===== src/rtl/ssi_pkg.sv =====
// Shared types and constants for the sphere-sphere intersection pipeline.
package ssi_pkg;

  localparam int unsigned RootBits = 32;
  localparam int unsigned QuotBits = 17;
  localparam logic [63:0] EpsQ32 = 64'd4295;
  localparam logic [16:0] OneQ16 = 17'd65536;

  typedef struct packed {
    logic              valid;
    logic              hit;
    logic [63:0]       rad;
    logic [35:0]       rem;
    logic [31:0]       root;
    logic [2:0][30:0]  mag;
    logic [2:0]        neg;
    logic [30:0]       rsum;
  } sqrt_bus_t;

  typedef struct packed {
    logic              valid;
    logic              hit;
    logic [31:0]       norm;
    logic [2:0][32:0]  rem;
    logic [2:0][16:0]  quot;
    logic [2:0]        feed;
    logic [2:0]        neg;
    logic [30:0]       rsum;
  } div_bus_t;

endpackage


===== src/rtl/ssi_div_cell.sv =====
// One stage of the three-lane divider chain: resolves one quotient bit per lane.
module ssi_div_cell (
  input  logic              clk,
  input  logic              rst,
  input  ssi_pkg::div_bus_t in_bus,
  output ssi_pkg::div_bus_t out_bus
);
  import ssi_pkg::*;

  logic [2:0][32:0] rem_sh;
  div_bus_t         bus_next;

  always_comb begin
    bus_next = in_bus;
    if (rst) begin
      bus_next.valid = 1'b0;
    end
    bus_next.feed = 3'b000;
    for (int i = 0; i < 3; i++) begin
      rem_sh[i] = {in_bus.rem[i][31:0], in_bus.feed[i]};
      if (rem_sh[i] >= {1'b0, in_bus.norm}) begin
        bus_next.rem[i]  = rem_sh[i] - {1'b0, in_bus.norm};
        bus_next.quot[i] = {in_bus.quot[i][15:0], 1'b1};
      end else begin
        bus_next.rem[i]  = rem_sh[i];
        bus_next.quot[i] = {in_bus.quot[i][15:0], 1'b0};
      end
    end
  end

  always_ff @(posedge clk) begin
    out_bus <= bus_next;
  end

endmodule


===== config.mk =====
export PLATFORM = sky130hd
export DESIGN_NAME = ssi_div_cell
export DESIGN_NICKNAME = d
export VERILOG_FILES = /design/src/rtl/ssi_pkg.sv /design/src/rtl/ssi_div_cell.sv
export SDC_FILE = /design/constraint.sdc
export NUM_CORES = 1
export LEC_CHECK = 0
export BUFFER_PORTS_ARGS = -buffer_cell sky130_fd_sc_hd__buf_2
export CAP_MARGIN = 15
export CORE_AREA = 2 2 173 175
export CTS_BUF_LIST = sky130_fd_sc_hd__clkbuf_2
export CTS_CLUSTER_SIZE = 25
export DETAILED_ROUTE_END_ITERATION = 10
export DIE_AREA = 0 0 175 177
export MAX_ROUTING_LAYER = met4
export PLACE_DENSITY = 0.65
export SYNTH_ARGS = -nofsm -noshare
export SYNTH_HDL_FRONTEND = slang
export SYNTH_SLANG_ARGS = --single-unit

===== constraint.sdc =====
create_clock -name clk -period 5.7 [get_ports clk]
set_clock_uncertainty 0.2 [all_clocks]
set_input_delay 1.14 -clock clk [delete_from_list [all_inputs] [get_ports clk]]
set_output_delay 1.14 -clock clk [all_outputs]
set_load 0.05 [all_outputs]

==> results.cfg <==
[outcome]
status = complete, no violations

[route]
ant_nets = 0
drt-pass1-iter-count = 4
drcViolationCount = 0
wl_per_cell_um = 19.1
num_vias = 10700
drt_iter0_markers = 345
totalWireLength_um = 40300
viasPerCell = 5.07

[global_route]
grt_pass1_vias = 10600
antenna_found_initial = 7
grt_first_pass_wirelength_um = 58800
grt_remaining_overflow = 0
grtUsageTotal_pct = 25.4
grt_max_degree = 53

[final_layout]
largest_register_ffs = 218
nets = 1988
stdcell_area_um2 = 13900
mostFrequentLayoutCells = 434 x buf_2, 218 x dfxtp_1, 110 x nand2_1
final_core_util_pct = 47.6
reg_top3 = out_bus: 218 flops
multi_input_area_um2 = 6080
area_growth_pct = 28.3
regMostFlops = out_bus
final_common_cell = buf_2
drive_above_1_share_pct = 32.3
regArea_um2 = 4360
fillers = 2899

[setup_path]
cp_data_arrival_time_ps = 4380
crit_chain = buf_2 -> inv_1 -> ha_1 -> nor2b_1 -> o31a_1 -> o31ai_1 -> o21ai_1 -> o211ai_1 -> a21boi_1 -> o22ai_4 -> buf_4 -> o21ai_0
cp.required_ps = 6260
critPathSlowestCell = o22ai_4
start_kind = input port
startpoint = in_bus[188]
setup.worst_path.end = out_bus[97]
worstSetupEndpointType = register
path_max_fanout = 28
critical-path-max-stage-delay_ps = 530
worstSetupPathType = in -> reg

[clock_network]
cts_resized = 0
cts_setup_buffers = 0
htree_levels = 2
cts_sinks = 218
clk_pin_slew_ps = 110
cts-root-buf = clkbuf_2
cts_buffers = 58
clock_path_buffers = 3
hold_buffers = 0
cts_tree = done

[die]
die_w_um = 175
die_area_um2 = 31000
rows = 63
start_util_pct = 37.1
die_h_um = 177
core_um2 = 29200
ioPinCount = 444

[sta]
setup_tns_ps = 0
worst_pin_slew_ps = 881
period_needed_ps = 3830
hold_violations = 0
timing.hold.ws_ps = 137
setup_viol = 0
fmax_mhz = 261
fin_crit_sh_pct = 67.2
rsz0062_at_grt = no
max-slew-margin-rel_pct = 40.5
drv_slew = 0

[min_path]
hold_path_depth = 1
holdCritPathClass = in -> reg

[pwr]
max-vdd-ir-drop_mv = 0.184
power.static_leakage_uw = 0.00700
p_per_area_nw_per_um2 = 340
fin_total_pwr_uw = 4740

[synthesis]
synthArstFlopShare_pct = 0
ys_seq_area_share_pct = 40.2
yosys.cell_types.count = 75
synth.area.top_cells = dfxtp_1 40%, ha_1 11%, a21oi_1 4.7%
synth_seq_cells = 218
synth_edf_count = 0
synth-main-ff-cell = dfxtp_1
synth_cells = 1209
yosysWarnings = 0
synth_area_leader_cell = dfxtp_1
yosys.area.top_type_share_pct = 40.2
synth.cell_area_um2 = 10900
syn_area_per_cell_um2 = 8.99

[placed_design]
gp_congestion = 0.913
placed_area_um2 = 13400
hpwl_um = 33400
portBuffers = 434

[flow_run]
drv_cap = 0
[how the worst min path moves through the flow]
stage                    start          end  slack (ps)
floorplan            in_bus[0]   out_bus[0]         970
global placement    in_bus[71]  out_bus[72]        1040
detailed placement   in_bus[8]   out_bus[8]        1040
CTS                 in_bus[71]  out_bus[72]          50
global route        in_bus[25]  out_bus[25]          50
finish              in_bus[77]  out_bus[78]         140
[report_power, final]
part	internal (uW)	leakage (uW)	switching, uW	total (uW)
combinational	525	0.00477	1330	1860
clock	432	0.000396	679	1110
sequential	1720	0.00184	49.7	1770
total	2680	0.00700	2060	4740
[final cells by class]
class / count / area share [%]
flip-flops and latches: 218 / 31.3
multi-input cells: 891 / 43.7
diodes: 6 / 0.108
repair buffers: 439 / 15.9
clock inverters: 28 / 1.04
inverters: 58 / 1.56
clock buffers: 79 / 2.84
well taps: 390 / 3.50
[metrics by stage]
step | worst slack, ps | std cells
6_report | 1870 | 2109
5_1_grt | 1630 | 2109
4_1_cts | 1870 | 2103
3_5_place_dp | 906 | 1996
3_3_place_gp | 962 | 1996
2_1_floorplan | 1870 | 1211
[cells in the mapped netlist (4+ instances only)]
cell type / count
inv_1: 55
dfxtp_1: 218
a221oi_1: 6
and3_1: 9
o21bai_1: 10
a21o_1: 60
o21ai_1: 30
nor3_1: 15
a2111oi_0: 4
o21a_1: 14
xor2_1: 35
mux2_2: 16
o31ai_1: 13
and4_1: 4
nand3_1: 19
buf_2: 10
a31oi_1: 7
or3_1: 4
clkbuf_1: 26
a211oi_1: 10
nand2_1: 110
a211o_1: 4
ha_1: 96
nor2_1: 83
buf_4: 7
xnor2_1: 46
nand4_1: 17
o21ai_0: 67
nand2b_1: 24
nor2b_1: 11
and2_1: 6
a21oi_1: 102
o211ai_1: 6
[per-layer routing]
| metal | track usage [%] | wire, um | up-vias |
|---|---|---|---|
| met5 | - | 0 | - |
| met2 | 44.8 | 19900 | 378 |
| met4 | 7.88 | 1140 | 0 |
| met1 | 28.2 | 16300 | 4967 |
| met3 | 6.57 | 2910 | 76 |
| li1 | - | - | 5277 |
[kinds of logic after synthesis]
logic type                 count (synthesis)  share of synthesized area, %
xor gates and xnor gates                  81                          6.53
other                                      1                        0.0345
adders and majority gates                 99                          11.6
buffers and inverters                    102                          3.95
AOI/OAI and AO/OA                        372                          22.0
DFF                                      218                          40.2
muxes                                     22                          2.25
and+or+nand+nor                          314                          13.5
[critical path, delay by kind of cell]
family | cells | cell delay [ps]
adder cells (fa/ha/maj) | 1 | 280
buffers and inverters | 3 | 680
AO/OA/AOI/OAI | 7 | 2100
AND/OR/NAND/NOR | 1 | 150
Note: power is estimated with default switching activity, not from simulation.
