$ cat config.mk
export PLATFORM = sky130hd
export DESIGN_NAME = ssi_sqrt_cell
export DESIGN_NICKNAME = d
export VERILOG_FILES = /design/src/rtl/ssi_pkg.sv /design/src/rtl/ssi_sqrt_cell.sv
export SDC_FILE = /design/constraint.sdc
export NUM_CORES = 1
export LEC_CHECK = 0
export BUFFER_PORTS_ARGS = -buffer_cell sky130_fd_sc_hd__buf_2
export CORE_AREA = 2 2 206 208
export DETAILED_ROUTE_END_ITERATION = 7
export DIE_AREA = 0 0 208 210
export GPL_ROUTABILITY_DRIVEN = 1
export PLACE_DENSITY = 0.47
export SLEW_MARGIN = 5
export SYNTH_ARGS = -nofsm -noshare
export SYNTH_HDL_FRONTEND = slang
export SYNTH_SLANG_ARGS = --single-unit
$ cat constraint.sdc
create_clock -name clk -period 2.51 [get_ports clk]
set_clock_uncertainty 0.15 [all_clocks]
set_input_delay 0.1255 -clock clk [delete_from_list [all_inputs] [get_ports clk]]
set_output_delay 0.1255 -clock clk [all_outputs]
set_load 0.1 [all_outputs]
$ cat src/rtl/ssi_pkg.sv
// Shared types and constants for the sphere-sphere intersection pipeline.
package ssi_pkg;

  localparam int unsigned RootBits = 32;
  localparam int unsigned QuotBits = 17;
  localparam logic [63:0] EpsQ32 = 64'd4295;
  localparam logic [16:0] OneQ16 = 17'd65536;

  typedef struct packed {
    logic              valid;
    logic              hit;
    logic [63:0]       rad;
    logic [35:0]       rem;
    logic [31:0]       root;
    logic [2:0][30:0]  mag;
    logic [2:0]        neg;
    logic [30:0]       rsum;
  } sqrt_bus_t;

  typedef struct packed {
    logic              valid;
    logic              hit;
    logic [31:0]       norm;
    logic [2:0][32:0]  rem;
    logic [2:0][16:0]  quot;
    logic [2:0]        feed;
    logic [2:0]        neg;
    logic [30:0]       rsum;
  } div_bus_t;

endpackage

$ cat src/rtl/ssi_sqrt_cell.sv
// One stage of the square root chain: resolves one bit of the root.
module ssi_sqrt_cell (
  input  logic               clk,
  input  logic               rst,
  input  ssi_pkg::sqrt_bus_t in_bus,
  output ssi_pkg::sqrt_bus_t out_bus
);
  import ssi_pkg::*;

  logic [35:0] rem_sh;
  logic [35:0] trial;
  sqrt_bus_t   bus_next;

  always_comb begin
    rem_sh = {in_bus.rem[33:0], in_bus.rad[63:62]};
    trial  = {2'b00, in_bus.root, 2'b01};
    bus_next = in_bus;
    if (rst) begin
      bus_next.valid = 1'b0;
    end
    bus_next.rad = {in_bus.rad[61:0], 2'b00};
    if (rem_sh >= trial) begin
      bus_next.rem  = rem_sh - trial;
      bus_next.root = {in_bus.root[30:0], 1'b1};
    end else begin
      bus_next.rem  = rem_sh;
      bus_next.root = {in_bus.root[30:0], 1'b0};
    end
  end

  always_ff @(posedge clk) begin
    out_bus <= bus_next;
  end

endmodule

==> flow_summary.yaml <==
status:
  outcome: "complete, but fails checks"
  violations: "hold timing"
detailed_routing:
  drt_pass1_iterations: 4
  totalWireLength_um: 40800
  vias_per_cell: 3.85
  route.vias.total: 8196
  ant_nets: 0
  drtIter0Drc: 252
  drt-wirelength-per-cell_um: 19.1
  drc_errors: 0
logic_synthesis:
  ys_types: 58
  postSynthCellCount: 672
  synth.most_common_cell: "dfxtp_1"
  synth_area_leaders: "dfxtp_1 (67%), ha_1 (5.5%), nand2_1 (3.0%)"
  ys.warnings.count: 0
  synth_common_cells: "dfxtp_1 (259), nand2_1 (63), o21ai_0 (47)"
  synth_edf_count: 0
  avgSynthCellArea_sq_um: 11.6
  synth.largest_area_cell: "dfxtp_1"
  synth_ff_type: "dfxtp_1"
  ys_ff_latch: 259
  synth_top_area_share_pct: 66.6
  synth-seq-area-share_pct: 66.6
  ys_async_sr_fraction_pct: 0
  netlist_area_sq_mm: 0.00779
finish:
  regMostFlops: "out_bus"
  reg.largest.list: "out_bus x259"
  drive_gt1_share_pct: 42.8
  nets: 1862
  largest_reg_flops: 259
  final_cell_count_no_fill: 2129
  syn_to_final_growth_pct: 99.2
  fin_util_pct: 37.4
global_routing:
  grt_pass1_wl_um: 58400
  grt_antenna_before_repair: 8
  first_global_vias: 8828
  grt_usage_pct: 18.0
  grt_max_degree: 17
  grt-ovfl-total: 0
clocking:
  clk_pin_slew_ps: 60
  cts.sinks: 259
  cts_root_buf: "clkbuf_16"
  clock_path_buffers: 3
  htreeDepth: 1
  cts_made_buffers: 31
  cts_tree: "yes"
power_and_ir_drop:
  power.net_switching_mw: 5.22
  internal_power_mw: 8.50
  clockPowerShare_pct: 35.5
  pwr_density_cell_mw_per_mm2: 885
  p_sw_share_pct: 38.0
  irDropWorstVdd_mv: 0.502
  share_seq_of_total_power_pct: 33.1
  p_comb_share_pct: 31.5
  p_leak_nw: 7.47
timing:
  hold_viol: 5
  period_minus_slack_ps: 2450
  hold_slack_ps: -384
  slew_violations: 0
  worst_slew_pin_slew_ps: 612
  report.final.setup_viol: 0
  period_share_pct: 97.8
  slew_headroom_pct: 59.5
  fmax_mhz: 407
floorplan:
  die-area_sq_mm: 0.0437
  core-area_sq_mm: 0.0415
  io_pins: 524
  die_x_um: 208
  die_height_um: 210
  start_util_pct: 18.8
  row_count: 75
setup_path:
  crit_chain: "dlygate4sd3_1 > buf_2 > ha_1 > a21oi_1 > buf_4 > or2_2 > o2111ai_2 > a311oi_2 > o21ai_1 > mux2_1"
  setup.worst_path.class: "primary input to flip-flop"
  slowest_delay_ps: 550
  endpoint_kind: "flip-flop"
  slowest_stage: "dlygate4sd3_1"
  crit_fanout: 5
  critPathRequiredTime_ps: 2820
  cp.arrival_ps: 2760
  path_delay_family: "buffers and inverters"
  startpoint_type: "primary input"
  cp_num_buf_inv: 3
placed_design:
  gp_congestion: 0.868
  dp_hpwl_um: 32100
  placed_cells: 1794
  io_buffers: 519
job:
  cap_violations: 0
worst_hold_path:
  hp-class: "primary input to flip-flop"
power by group through the flow:
stage	Sequential, mW	Clock (mW)	Combinational [mW]
finish	4.54	4.87	4.32
global route	4.57	5.15	4.49
CTS	4.54	5.01	4.32
detailed placement	4.63	0	3.95
global placement	4.63	0	3.96
floorplan	7.01	0	0.567
final timing paths:
| check | start | to | slack, ps | cells past startpoint |
|---|---|---|---|---|
| max | in_bus[167] | out_bus[194]$_DFF_P_ | 60 | 10 |
| min | in_bus[164] | out_bus[166]$_DFF_P_ | -380 | 3 |
final cells by class:
| cell class | instances | area, sq um |
|---|---|---|
| clock inverters | 14 | 244 |
| inverters | 43 | 161 |
| repair buffers | 883 | 6060 |
| fillers | 4191 | 26000 |
| well taps | 539 | 674 |
| flip-flops and latches | 259 | 5180 |
| clock buffers | 42 | 857 |
| multi-input cells | 347 | 2320 |
| diodes | 2 | 5.00 |
cell families (layout without fill, tap and decap cells):
| family | count (synthesis) | in the layout | share of synthesized area, % |
|---|---|---|---|
| compound gates | 141 | 141 | 11.3 |
| xor+xnor | 32 | 32 | 3.60 |
| fa+ha+maj | 34 | 34 | 5.46 |
| buf+inv | 67 | 982 | 3.98 |
| flops | 259 | 259 | 66.6 |
| mux | 1 | 1 | 0.145 |
| other cells | 1 | 4 | 0.0482 |
| simple gates | 137 | 137 | 8.90 |
metrics by stage:
stage	worst slack, ps	cell area [sq um]	power (mW)	hold WS (ps)	setup TNS (ps)
2_1_floorplan	253	7790	7.58	3.22	0
3_3_place_gp	-356	11600	8.59	78.0	-1660
3_5_place_dp	-426	11600	8.58	79.1	-1990
4_1_cts	20.9	15400	13.9	-525	0
5_1_grt	-9.48	15500	14.2	-374	-33.4
6_report	55.4	15500	13.7	-384	0
per-layer routing:
layer	track usage, %	vias to the layer above	share of wire (%)
met3	4.84	86	6.6
met4	8.14	12	4.6
met2	30.9	314	48
met1	20.8	3727	40
li1	-	4057	-
met5	0	-	0.22
cells in the final DEF (no fill, tap or decap), drive strengths merged, types with 4 or more instances in the layout:
master | Yosys | layout
bufinv | 0 | 6
a21o | 7 | 7
dlygate4sd3 | 0 | 276
dfxtp | 259 | 259
ha | 34 | 34
nand2b | 6 | 6
buf | 18 | 607
a31oi | 4 | 4
o211ai | 5 | 5
clkbuf | 6 | 42
nand2 | 66 | 66
clkinv | 0 | 5
and3 | 4 | 4
nand4 | 14 | 14
inv | 43 | 45
xnor2 | 17 | 17
nor2b | 4 | 4
nor2 | 16 | 16
nor3 | 13 | 13
o21bai | 5 | 5
xor2 | 15 | 15
nand3 | 7 | 7
a21oi | 36 | 36
o21a | 5 | 5
o21ai | 58 | 58
repair_timing:
action / CTS / global route
setup endpoints to repair: 0 / 32
setup buffers: 0 / 1
endpoints found under the hold margin: 258 / 11
resized for setup: 0 / 8
hold buffers: 267 / 9
Note: power is estimated with default switching activity, not from simulation.
